$ cat config.mk
export PLATFORM = sky130hd
export DESIGN_NAME = page_replacement_engine
export DESIGN_NICKNAME = d
export VERILOG_FILES = /design/src/pre_pkg.sv /design/src/pre_ram.sv /design/src/page_replacement_engine.sv
export SDC_FILE = /design/constraint.sdc
export NUM_CORES = 2
export LEC_CHECK = 0
export BUFFER_PORTS_ARGS = -buffer_cell sky130_fd_sc_hd__clkbuf_2
export CAP_MARGIN = 30
export CORE_MARGIN = 4
export CORE_UTILIZATION = 30
export DETAILED_ROUTE_END_ITERATION = 10
export PLACE_DENSITY = 0.52
export SLEW_MARGIN = 20
export SYNTH_ARGS = -nofsm -noshare
export SYNTH_HDL_FRONTEND = slang
export SYNTH_HIERARCHICAL = 1
export SYNTH_SLANG_ARGS = --single-unit
export TNS_END_PERCENT = 20
$ cat constraint.sdc
create_clock -name aclk -period 8.8 [get_ports aclk]
set_input_delay 0.88 -clock aclk [delete_from_list [all_inputs] [get_ports aclk]]
set_output_delay 0.88 -clock aclk [all_outputs]
set_load 0.01 [all_outputs]
$ cat src/pre_pkg.sv
// shared types and constants for the page replacement engine
package pre_pkg;

    // replacement policy codes
    localparam logic [1:0] POL_FIFO  = 2'd0;
    localparam logic [1:0] POL_LRU   = 2'd1;
    localparam logic [1:0] POL_CLOCK = 2'd2;

    // register indexes on the configuration port
    localparam logic [1:0] REG_POLICY         = 2'd0;
    localparam logic [1:0] REG_PREPAGE_ENABLE = 2'd1;
    localparam logic [1:0] REG_PAGE_SIZE_LOG2 = 2'd2;
    localparam logic [1:0] REG_FRAMES_IN_USE  = 2'd3;

    // register reset values
    localparam logic [1:0] POLICY_RST         = POL_FIFO;
    localparam logic       PREPAGE_ENABLE_RST = 1'b0;
    localparam logic [3:0] PAGE_SIZE_LOG2_RST = 4'd3;
    localparam logic [6:0] FRAMES_IN_USE_RST  = 7'd64;

    // widths of the configuration port, of result fields and of timestamps
    localparam int PADDR_W     = 4;
    localparam int PDATA_W     = 32;
    localparam int OUT_FRAME_W = 6;
    localparam int TIME_W      = 32;

    localparam logic [TIME_W-1:0] TIME_MAX = {TIME_W{1'b1}};
    localparam logic [TIME_W-1:0] TIME_RST = TIME_W'(1);

    // sequencer states
    typedef enum logic [2:0] {
        ST_CLEAR,
        ST_IDLE,
        ST_SCAN,
        ST_SWEEP_RD,
        ST_SWEEP_EV,
        ST_WRITE_V,
        ST_WRITE_P,
        ST_FINISH
    } state_t;

endpackage

$ cat src/pre_ram.sv
// generic simple dual-port ram with registered read
module pre_ram #(
    parameter int WIDTH = 8,
    parameter int DEPTH = 16
) (
    input  logic                     clk,
    input  logic                     wr_en,
    input  logic [$clog2(DEPTH)-1:0] wr_addr,
    input  logic [WIDTH-1:0]         wr_data,
    input  logic                     rd_en,
    input  logic [$clog2(DEPTH)-1:0] rd_addr,
    output logic [WIDTH-1:0]         rd_data
);

    logic [WIDTH-1:0] mem [DEPTH];

    // write port
    always_ff @(posedge clk) begin
        if (wr_en) begin
            mem[wr_addr] <= wr_data;
        end
    end

    // registered read port
    always_ff @(posedge clk) begin
        if (rd_en) begin
            rd_data <= mem[rd_addr];
        end
    end

endmodule

$ cat src/page_replacement_engine.sv
// page replacement engine: frame table, victim selection and prepaging
//
// Usage: one access address is taken per transfer on the s_ channel; one
// result (hit flag, frame, prefetch flag and frame) leaves on the m_ channel
// for every address. Policy, prepaging, page size and frame count sit in
// an APB register file. The user must change them only while the block is
// idle; the block itself does not enforce this. The frame table (page,
// timestamp, reference bit per frame) lives in one ram with one write and
// one registered read port; a small sequencer walks it one frame per cycle
// and a single compare path does the page match and the oldest-timestamp
// search in the same pass. With n managed frames the scan reads each of
// the n frames in turn. A fifo or lru fault adds a victim write, and a
// prepage write with prepaging; a clock fault adds those and a read and an
// evaluate step per frame the hand inspects, at most n+1 frames. s_ready
// is high only while the sequencer idles. After reset a clearing pass
// writes zero to all FRAMES entries, one per cycle, and s_ready stays low
// until that pass is done.
// A finished result waits in the output register while the receiver
// stalls; the next address can still be taken, and its result is held back
// until the output register is free.
module page_replacement_engine #(
    parameter int FRAMES    = 64,
    parameter int ADDR_BITS = 16
) (
    input  logic                            aclk,
    input  logic                            aresetn,
    // configuration port
    input  logic                            psel,
    input  logic                            penable,
    input  logic                            pwrite,
    input  logic [pre_pkg::PADDR_W-1:0]     paddr,
    input  logic [pre_pkg::PDATA_W-1:0]     pwdata,
    output logic [pre_pkg::PDATA_W-1:0]     prdata,
    output logic                            pready,
    // access channel
    input  logic                            s_valid,
    output logic                            s_ready,
    input  logic [ADDR_BITS-1:0]            s_address,
    // result channel
    output logic                            m_valid,
    input  logic                            m_ready,
    output logic                            m_hit,
    output logic [pre_pkg::OUT_FRAME_W-1:0] m_frame_index,
    output logic                            m_prefetch_valid,
    output logic [pre_pkg::OUT_FRAME_W-1:0] m_prefetch_frame
);

    import pre_pkg::*;

    localparam int IDX_W  = $clog2(FRAMES);
    localparam int N_W    = $clog2(FRAMES + 1);
    localparam int NB_W   = (N_W > 7) ? N_W : 7;
    localparam int WORD_W = 1 + TIME_W + ADDR_BITS;
    localparam int PAGE_LO = 0;
    localparam int TIME_LO = ADDR_BITS;
    localparam int REF_BIT = WORD_W - 1;

    // configuration registers
    logic [1:0] policy_reg;
    logic       prepage_enable_reg;
    logic [3:0] page_size_log2_reg;
    logic [6:0] frames_in_use_reg;

    // sequencer and datapath registers
    state_t                state_reg, state_next;
    logic [IDX_W-1:0]      clr_idx_reg, clr_idx_next;
    logic [ADDR_BITS-1:0]  page_reg, page_next;
    logic [N_W-1:0]        scan_idx_reg, scan_idx_next;
    logic                  ev_valid_reg, ev_valid_next;
    logic [IDX_W-1:0]      ev_idx_reg, ev_idx_next;
    logic                  found_reg, found_next;
    logic [IDX_W-1:0]      hit_idx_reg, hit_idx_next;
    logic [IDX_W-1:0]      vic_idx_reg, vic_idx_next;
    logic [TIME_W-1:0]     vic_time_reg, vic_time_next;
    logic                  vic_ref_reg, vic_ref_next;
    logic                  pf_valid_reg, pf_valid_next;
    logic [IDX_W-1:0]      pf_idx_reg, pf_idx_next;
    logic [IDX_W-1:0]      hand_reg, hand_next;
    logic [TIME_W-1:0]     access_time_reg, access_time_next;

    // output register
    logic                   m_valid_reg, m_valid_next;
    logic                   m_hit_reg, m_hit_next;
    logic [OUT_FRAME_W-1:0] m_frame_reg, m_frame_next;
    logic                   m_pf_valid_reg, m_pf_valid_next;
    logic [OUT_FRAME_W-1:0] m_pf_frame_reg, m_pf_frame_next;

    // ram controls
    logic              ram_we;
    logic [IDX_W-1:0]  ram_waddr;
    logic [WORD_W-1:0] ram_wdata;
    logic              ram_re;
    logic [IDX_W-1:0]  ram_raddr;
    logic [WORD_W-1:0] ram_rdata;

    // decoded values
    logic [NB_W-1:0]      fiu_ext;
    logic [NB_W-1:0]      n_big;
    logic [N_W-1:0]       n_act;
    logic                 is_lru;
    logic                 is_clock;
    logic                 do_prepage;
    logic                 s_xfer;
    logic                 m_xfer;
    logic                 out_free;
    logic                 scan_done;
    logic                 page_match;
    logic [ADDR_BITS-1:0] rd_page;
    logic [TIME_W-1:0]    rd_time;
    logic                 rd_ref;
    logic                 cfg_wr;

    // next frame, cyclic over the managed frames
    function automatic logic [IDX_W-1:0] next_idx(input logic [IDX_W-1:0] k,
                                                  input logic [N_W-1:0] nn);
        logic [N_W-1:0] k1;
        k1 = N_W'(k) + N_W'(1);
        return (k1 >= nn) ? '0 : k1[IDX_W-1:0];
    endfunction

    pre_ram #(
        .WIDTH (WORD_W),
        .DEPTH (FRAMES)
    ) u_frame_ram (
        .clk     (aclk),
        .wr_en   (ram_we),
        .wr_addr (ram_waddr),
        .wr_data (ram_wdata),
        .rd_en   (ram_re),
        .rd_addr (ram_raddr),
        .rd_data (ram_rdata)
    );

    // managed frame count, clamped to one..FRAMES
    assign fiu_ext = NB_W'(frames_in_use_reg);
    assign n_big   = (fiu_ext == '0) ? NB_W'(1)
                   : (fiu_ext > NB_W'(FRAMES)) ? NB_W'(FRAMES) : fiu_ext;
    assign n_act   = n_big[N_W-1:0];

    assign is_lru     = (policy_reg == POL_LRU);
    assign is_clock   = (policy_reg == POL_CLOCK);
    assign do_prepage = prepage_enable_reg && (n_act != N_W'(1));

    assign rd_page    = ram_rdata[PAGE_LO +: ADDR_BITS];
    assign rd_time    = ram_rdata[TIME_LO +: TIME_W];
    assign rd_ref     = ram_rdata[REF_BIT];
    assign page_match = (rd_page == page_reg);

    assign s_ready   = (state_reg == ST_IDLE);
    assign s_xfer    = s_valid && s_ready;
    assign m_xfer    = m_valid_reg && m_ready;
    assign out_free  = !m_valid_reg || m_ready;
    assign scan_done = (scan_idx_reg == n_act) && !ev_valid_reg;

    // configuration port
    assign pready = 1'b1;
    assign cfg_wr = psel && penable && pwrite;

    always_ff @(posedge aclk) begin
        if (!aresetn) begin
            policy_reg         <= POLICY_RST;
            prepage_enable_reg <= PREPAGE_ENABLE_RST;
            page_size_log2_reg <= PAGE_SIZE_LOG2_RST;
            frames_in_use_reg  <= FRAMES_IN_USE_RST;
        end else if (cfg_wr) begin
            case (paddr[3:2])
                REG_POLICY:         policy_reg         <= pwdata[1:0];
                REG_PREPAGE_ENABLE: prepage_enable_reg <= pwdata[0];
                REG_PAGE_SIZE_LOG2: page_size_log2_reg <= pwdata[3:0];
                REG_FRAMES_IN_USE:  frames_in_use_reg  <= pwdata[6:0];
                default: ;
            endcase
        end
    end

    // register read back
    always_comb begin
        case (paddr[3:2])
            REG_POLICY:         prdata = PDATA_W'(policy_reg);
            REG_PREPAGE_ENABLE: prdata = PDATA_W'(prepage_enable_reg);
            REG_PAGE_SIZE_LOG2: prdata = PDATA_W'(page_size_log2_reg);
            REG_FRAMES_IN_USE:  prdata = PDATA_W'(frames_in_use_reg);
            default:            prdata = '0;
        endcase
    end

    // next state
    always_comb begin
        state_next = state_reg;
        case (state_reg)
            ST_CLEAR: begin
                if (clr_idx_reg == IDX_W'(FRAMES - 1)) begin
                    state_next = ST_IDLE;
                end
            end
            ST_IDLE: begin
                if (s_valid) begin
                    state_next = ST_SCAN;
                end
            end
            ST_SCAN: begin
                if (scan_done) begin
                    if (found_reg) begin
                        state_next = ST_FINISH;
                    end else if (is_clock) begin
                        state_next = ST_SWEEP_RD;
                    end else begin
                        state_next = ST_WRITE_V;
                    end
                end
            end
            ST_SWEEP_RD: state_next = ST_SWEEP_EV;
            ST_SWEEP_EV: begin
                state_next = rd_ref ? ST_SWEEP_RD : ST_WRITE_V;
            end
            ST_WRITE_V: begin
                state_next = do_prepage ? ST_WRITE_P : ST_FINISH;
            end
            ST_WRITE_P: state_next = ST_FINISH;
            ST_FINISH: begin
                if (out_free) begin
                    state_next = ST_IDLE;
                end
            end
            default: state_next = ST_IDLE;
        endcase
    end

    // ram controls per state
    always_comb begin
        ram_we    = 1'b0;
        ram_waddr = '0;
        ram_wdata = '0;
        ram_re    = 1'b0;
        ram_raddr = '0;
        case (state_reg)
            ST_CLEAR: begin
                ram_we    = 1'b1;
                ram_waddr = clr_idx_reg;
            end
            ST_SCAN: begin
                // issue the next read; under lru or clock, refresh a matching frame from the last one
                ram_re    = (scan_idx_reg < n_act);
                ram_raddr = scan_idx_reg[IDX_W-1:0];
                if (ev_valid_reg && page_match && (is_lru || is_clock)) begin
                    ram_we    = 1'b1;
                    ram_waddr = ev_idx_reg;
                    ram_wdata = is_lru ? {rd_ref, access_time_reg, rd_page}
                                       : {1'b1, rd_time, rd_page};
                end
            end
            ST_SWEEP_RD: begin
                ram_re    = 1'b1;
                ram_raddr = vic_idx_reg;
            end
            ST_SWEEP_EV: begin
                // second chance: clear the reference bit and move on
                if (rd_ref) begin
                    ram_we    = 1'b1;
                    ram_waddr = vic_idx_reg;
                    ram_wdata = {1'b0, rd_time, rd_page};
                end
            end
            ST_WRITE_V: begin
                ram_we    = 1'b1;
                ram_waddr = vic_idx_reg;
                ram_wdata = is_clock ? {1'b1, vic_time_reg, page_reg}
                                     : {vic_ref_reg, access_time_reg, page_reg};
            end
            ST_WRITE_P: begin
                ram_we    = 1'b1;
                ram_waddr = pf_idx_reg;
                ram_wdata = {1'b1, access_time_reg, ADDR_BITS'(page_reg + 1'b1)};
            end
            default: ;
        endcase
    end

    // datapath next values
    always_comb begin
        clr_idx_next     = clr_idx_reg;
        page_next        = page_reg;
        scan_idx_next    = scan_idx_reg;
        ev_valid_next    = 1'b0;
        ev_idx_next      = ev_idx_reg;
        found_next       = found_reg;
        hit_idx_next     = hit_idx_reg;
        vic_idx_next     = vic_idx_reg;
        vic_time_next    = vic_time_reg;
        vic_ref_next     = vic_ref_reg;
        pf_valid_next    = pf_valid_reg;
        pf_idx_next      = pf_idx_reg;
        hand_next        = hand_reg;
        access_time_next = access_time_reg;
        m_valid_next     = m_xfer ? 1'b0 : m_valid_reg;
        m_hit_next       = m_hit_reg;
        m_frame_next     = m_frame_reg;
        m_pf_valid_next  = m_pf_valid_reg;
        m_pf_frame_next  = m_pf_frame_reg;
        case (state_reg)
            ST_CLEAR: begin
                clr_idx_next = clr_idx_reg + 1'b1;
            end
            ST_IDLE: begin
                if (s_xfer) begin
                    page_next     = s_address >> page_size_log2_reg;
                    scan_idx_next = '0;
                    found_next    = 1'b0;
                    pf_valid_next = 1'b0;
                end
            end
            ST_SCAN: begin
                if (scan_idx_reg < n_act) begin
                    scan_idx_next = scan_idx_reg + 1'b1;
                    ev_valid_next = 1'b1;
                    ev_idx_next   = scan_idx_reg[IDX_W-1:0];
                end
                if (ev_valid_reg) begin
                    // page match, last matching frame wins
                    if (page_match) begin
                        found_next   = 1'b1;
                        hit_idx_next = ev_idx_reg;
                    end
                    // oldest timestamp, lowest index on a tie
                    if (ev_idx_reg == '0 || rd_time < vic_time_reg) begin
                        vic_idx_next  = ev_idx_reg;
                        vic_time_next = rd_time;
                        vic_ref_next  = rd_ref;
                    end
                end
                if (scan_done && !found_reg && is_clock) begin
                    vic_idx_next = (N_W'(hand_reg) < n_act) ? hand_reg : '0;
                end
            end
            ST_SWEEP_EV: begin
                if (rd_ref) begin
                    vic_idx_next = next_idx(vic_idx_reg, n_act);
                end else begin
                    vic_time_next = rd_time;
                    vic_ref_next  = rd_ref;
                end
            end
            ST_WRITE_V: begin
                pf_idx_next = next_idx(vic_idx_reg, n_act);
                if (!do_prepage) begin
                    hand_next = next_idx(vic_idx_reg, n_act);
                end
            end
            ST_WRITE_P: begin
                pf_valid_next = 1'b1;
                hand_next     = next_idx(pf_idx_reg, n_act);
            end
            ST_FINISH: begin
                if (out_free) begin
                    m_valid_next    = 1'b1;
                    m_hit_next      = found_reg;
                    m_frame_next    = OUT_FRAME_W'(found_reg ? hit_idx_reg : vic_idx_reg);
                    m_pf_valid_next = pf_valid_reg;
                    m_pf_frame_next = pf_valid_reg ? OUT_FRAME_W'(pf_idx_reg) : '0;
                    if (access_time_reg != TIME_MAX) begin
                        access_time_next = access_time_reg + 1'b1;
                    end
                end
            end
            default: ;
        endcase
    end

    // control registers
    always_ff @(posedge aclk) begin
        if (!aresetn) begin
            state_reg       <= ST_CLEAR;
            clr_idx_reg     <= '0;
            ev_valid_reg    <= 1'b0;
            hand_reg        <= '0;
            access_time_reg <= TIME_RST;
            m_valid_reg     <= 1'b0;
        end else begin
            state_reg       <= state_next;
            clr_idx_reg     <= clr_idx_next;
            ev_valid_reg    <= ev_valid_next;
            hand_reg        <= hand_next;
            access_time_reg <= access_time_next;
            m_valid_reg     <= m_valid_next;
        end
    end

    // payload registers
    always_ff @(posedge aclk) begin
        page_reg       <= page_next;
        scan_idx_reg   <= scan_idx_next;
        ev_idx_reg     <= ev_idx_next;
        found_reg      <= found_next;
        hit_idx_reg    <= hit_idx_next;
        vic_idx_reg    <= vic_idx_next;
        vic_time_reg   <= vic_time_next;
        vic_ref_reg    <= vic_ref_next;
        pf_valid_reg   <= pf_valid_next;
        pf_idx_reg     <= pf_idx_next;
        m_hit_reg      <= m_hit_next;
        m_frame_reg    <= m_frame_next;
        m_pf_valid_reg <= m_pf_valid_next;
        m_pf_frame_reg <= m_pf_frame_next;
    end

    assign m_valid          = m_valid_reg;
    assign m_hit            = m_hit_reg;
    assign m_frame_index    = m_frame_reg;
    assign m_prefetch_valid = m_pf_valid_reg;
    assign m_prefetch_frame = m_pf_frame_reg;

    // table writes stay inside the managed frames once the clear is done
    assert property (@(posedge aclk) disable iff (!aresetn)
        (ram_we && state_reg != ST_CLEAR) |-> (N_W'(ram_waddr) < n_act))
        else $error("frame table write outside managed frames");

    // a hit never reports a prepaged frame
    assert property (@(posedge aclk) disable iff (!aresetn)
        (m_valid && m_hit) |-> !m_prefetch_valid)
        else $error("prefetch reported on a hit");

    // an accepted address starts a table scan
    assert property (@(posedge aclk) disable iff (!aresetn)
        s_xfer |=> (state_reg == ST_SCAN && scan_idx_reg == '0))
        else $error("accepted address did not start a scan");

    // the access counter never moves backward
    assert property (@(posedge aclk) disable iff (!aresetn)
        $past(aresetn) |-> (access_time_reg >= $past(access_time_reg)))
        else $error("access counter moved backward");

endmodule
==> results.toml <==
[layout]
largest_reg_flops = 3136
top_register = "u_frame_ram/mem"
ff_latch_area_um2 = 99790
nets = 6796
drive_gt1_share_pct = 24.38
syn2layout_area_growth_pct = 15.57
num-fill-cells = 40265
final_area_um2 = 151100
multiInputGateArea_um2 = 29610
layout.cells.non_filler = 12703
reg.largest.list = "u_frame_ram/mem: 3136 flops, u_frame_ram/rd_data: 49 flops"

[power]
p_leak_uw = 0.03921
switching_share_pct = 20.19
p_int_uw = 25830
p_comb_share_pct = 1.2
p_seq_share_pct = 53.6
clockPowerShare_pct = 45.2
power.net_switching_uw = 6534
power_density_nw_per_um2 = 214.1
vdd_drop_max_v = 0.0001603

[setup_path]
critPathLaunchType = "flip-flop"
crit_slowest_cell = "buf_4"
critical-path-max-stage-delay_ps = 900
critical_path.endpoint_type = "flip-flop"
path_delay_family = "simple AND/OR/NAND/NOR gates"
reg2reg_depth = 10
required_ps = 9320
cp_max_fo = 35
crit_type = "reg2reg"
crit_chain = "inv_1 > nand3_1 > buf_4 > inv_1 > a222oi_1 > nand2_1 > nor2_1 > nand3_1 > nor2_4 > buf_4"
cp.depth = 10
cp_num_buf_inv = 4
arrival_ps = 6460

[cts]
cts_buffers = 360
cts.clk_slew.worst_paths_ps = 60
cts.sinks = 3344
cts.htree.levels = 5
post_cts_resized = 0
cts_root_buf = "clkbuf_16"
clk_path_buf_depth = 4
clock_latency_ps = 950
cts_tree = "yes"
cts_setup_buffers = 0
hold_buffers = 0

[timing]
fmax_mhz = 168.6
fin_crit_ps = 5932
slew_viol_final = 0
fin_crit_sh_pct = 67.41
setup_viol_count_final = 0
finalHoldViolCount = 0
finalSetupTns_ps = 0
slew_headroom_pct = 28.52
finalClockSkew_ps = 64.59
rsz0062_at_grt = "no"
worst_pin_slew_ps = 1062

[yosys]
synth_common_cells = "3,281 x edfxtp_1, 746 x mux4_2, 278 x nand2_1, 186 x nor2_1, 171 x clkbuf_1"
ys_seq_area_share_pct = 76.30
yosysMostFrequentCell = "edfxtp_1"
synth_area_um2 = 130800
synth_seq_cells = 3344
synthCells = 6372
yosys.area.top_type = "edfxtp_1"
synthArstFlopShare_pct = 0
ys_warn_count = 6
yosysTopAreaCellShare_pct = 75.33
synth_edf_count = 3281
postSynthAreaPerCell_um2 = 20.52
synth_ff_type = "edfxtp_1"
synthTopCellsByArea = "edfxtp_1 75%, mux4_2 13%, dfxtp_1 0.96%, mux2i_1 0.93%, nand2_1 0.80%"
synth_cell_type_count = 75

[place]
dp.cells = 12038
place_area_um2 = 139500
gp_congestion = 0.8173
dpl.hpwl_um = 213900
io_buffers = 54

[grt]
grt_pass1_vias = 67419
grt-ovfl-total = 0
grt_max_degree = 108
grt_usage_pct = 16.55
antenna_found_initial = 22
grt_pass1_wl_um = 527900

[detailed_routing]
vias = 67329
first_iter_violations = 8187
drc = 0
drtPass1Iterations = 6
via_per_inst = 5.300
ant_nets = 0
wirelength_um = 378000
avgRoutedWirePerCell_um = 29.75

[die]
fp.dieH_um = 668.3
core_um2 = 434500
die_area_um2 = 446600
start_util_pct = 30.10
pin_count = 108
rows = 242
die_w_um = 668.3

[run]
maxCapViolations = 0

[hold_path]
hp-class = "in2reg"
holdPathStages = 3

[status]
outcome = "finished, final reports clean"
## cell usage in the layout (no fill, tap or decap), types with 33 or more instances in the layout
cell type / instances
mux2i_1: 121
a211oi_1: 57
clkbuf_2: 54
buf_4: 188
o221ai_1: 78
mux4_2: 746
nand4_1: 97
nand2_1: 272
dfxtp_1: 63
clkinv_2: 57
clkbuf_16: 364
a22oi_1: 97
nand3_1: 127
and2_1: 35
xor2_1: 38
a21oi_1: 97
o21ai_0: 47
edfxtp_1: 3281
o22ai_1: 90
buf_12: 36
ha_1: 65
and3_1: 85
clkbuf_1: 75
inv_1: 54
clkinv_1: 94
nor2_4: 69
nor2b_1: 33
nor2_1: 115
## tightest hold or removal path, stage by stage
cell,delay [ps]
clkbuf_2,90
mux2i_1,60
nor2_1,80
## final cells by class
type                    instances  share of cell area [%]
clock inverters               209                   1.305
flip-flops and latches       3344                   66.02
clock buffers                 441                   6.231
well taps                    5734                   4.747
diodes                          9                 0.01490
repair buffers                302                   1.944
inverters                      58                  0.1474
multi-input cells            2606                   19.59
## power groups by stage
stage | clock network [uW] | logic, uW | registers, uW
after floorplan | 0 | 182 | 17700
after global placement | 0 | 366 | 17700
after detailed placement | 0 | 380 | 17700
after CTS | 14900 | 382 | 17400
after global routing | 15600 | 399 | 17400
final | 14600 | 382 | 17400
## stage by stage
| stage | utilization (%) | hold slack, ps | setup slack, ps | power (uW) |
|---|---|---|---|---|
| finish | 34.79 | 194.3 | 2868 | 32360 |
| global route | 34.78 | 164.6 | 2703 | 33360 |
| CTS | 34.73 | 111.2 | 2933 | 32670 |
| detailed placement | 32.11 | 480.5 | 2947 | 18070 |
| global placement | 31.99 | 478.8 | 3007 | 18050 |
| floorplan | - | 424.4 | 2388 | 17870 |
## path summary, 6_finish.rpt
| check | startpoint | endpoint | slack, ps |
|---|---|---|---|
| max | state_reg[0] | u_frame_ram/mem[57][36] | 2870 |
| min reg2reg | u_frame_ram/rd_data[38] | vic_time_reg[22] | 500 |
| min | pwdata[4] | fiu_ext[4] | 190 |
| max reg2reg | state_reg[0] | u_frame_ram/mem[57][36] | 2870 |
## cell families (layout without fill, tap and decap cells)
logic type / count (synthesis) / in the layout / synth area share [%]
xor+xnor: 62 / 62 / 0.4152
flops: 3344 / 3344 / 76.30
mux: 876 / 876 / 13.85
buf+inv: 446 / 1010 / 1.745
compound gates: 606 / 606 / 3.370
other cells: 2 / 35 / 0.005742
simple gates: 971 / 971 / 3.694
fa+ha+maj: 65 / 65 / 0.6218
## layer usage
metal  vias to the layer above  wire [um]  GRT usage, %
met3                       549      29420         2.883
met4                        10      10690         4.558
met2                      2801     179500         26.59
li1                      27243          -             -
met5                         -         59             0
met1                     36726     158300         23.13
No activity file was read; power rests on OpenSTA's default activity.
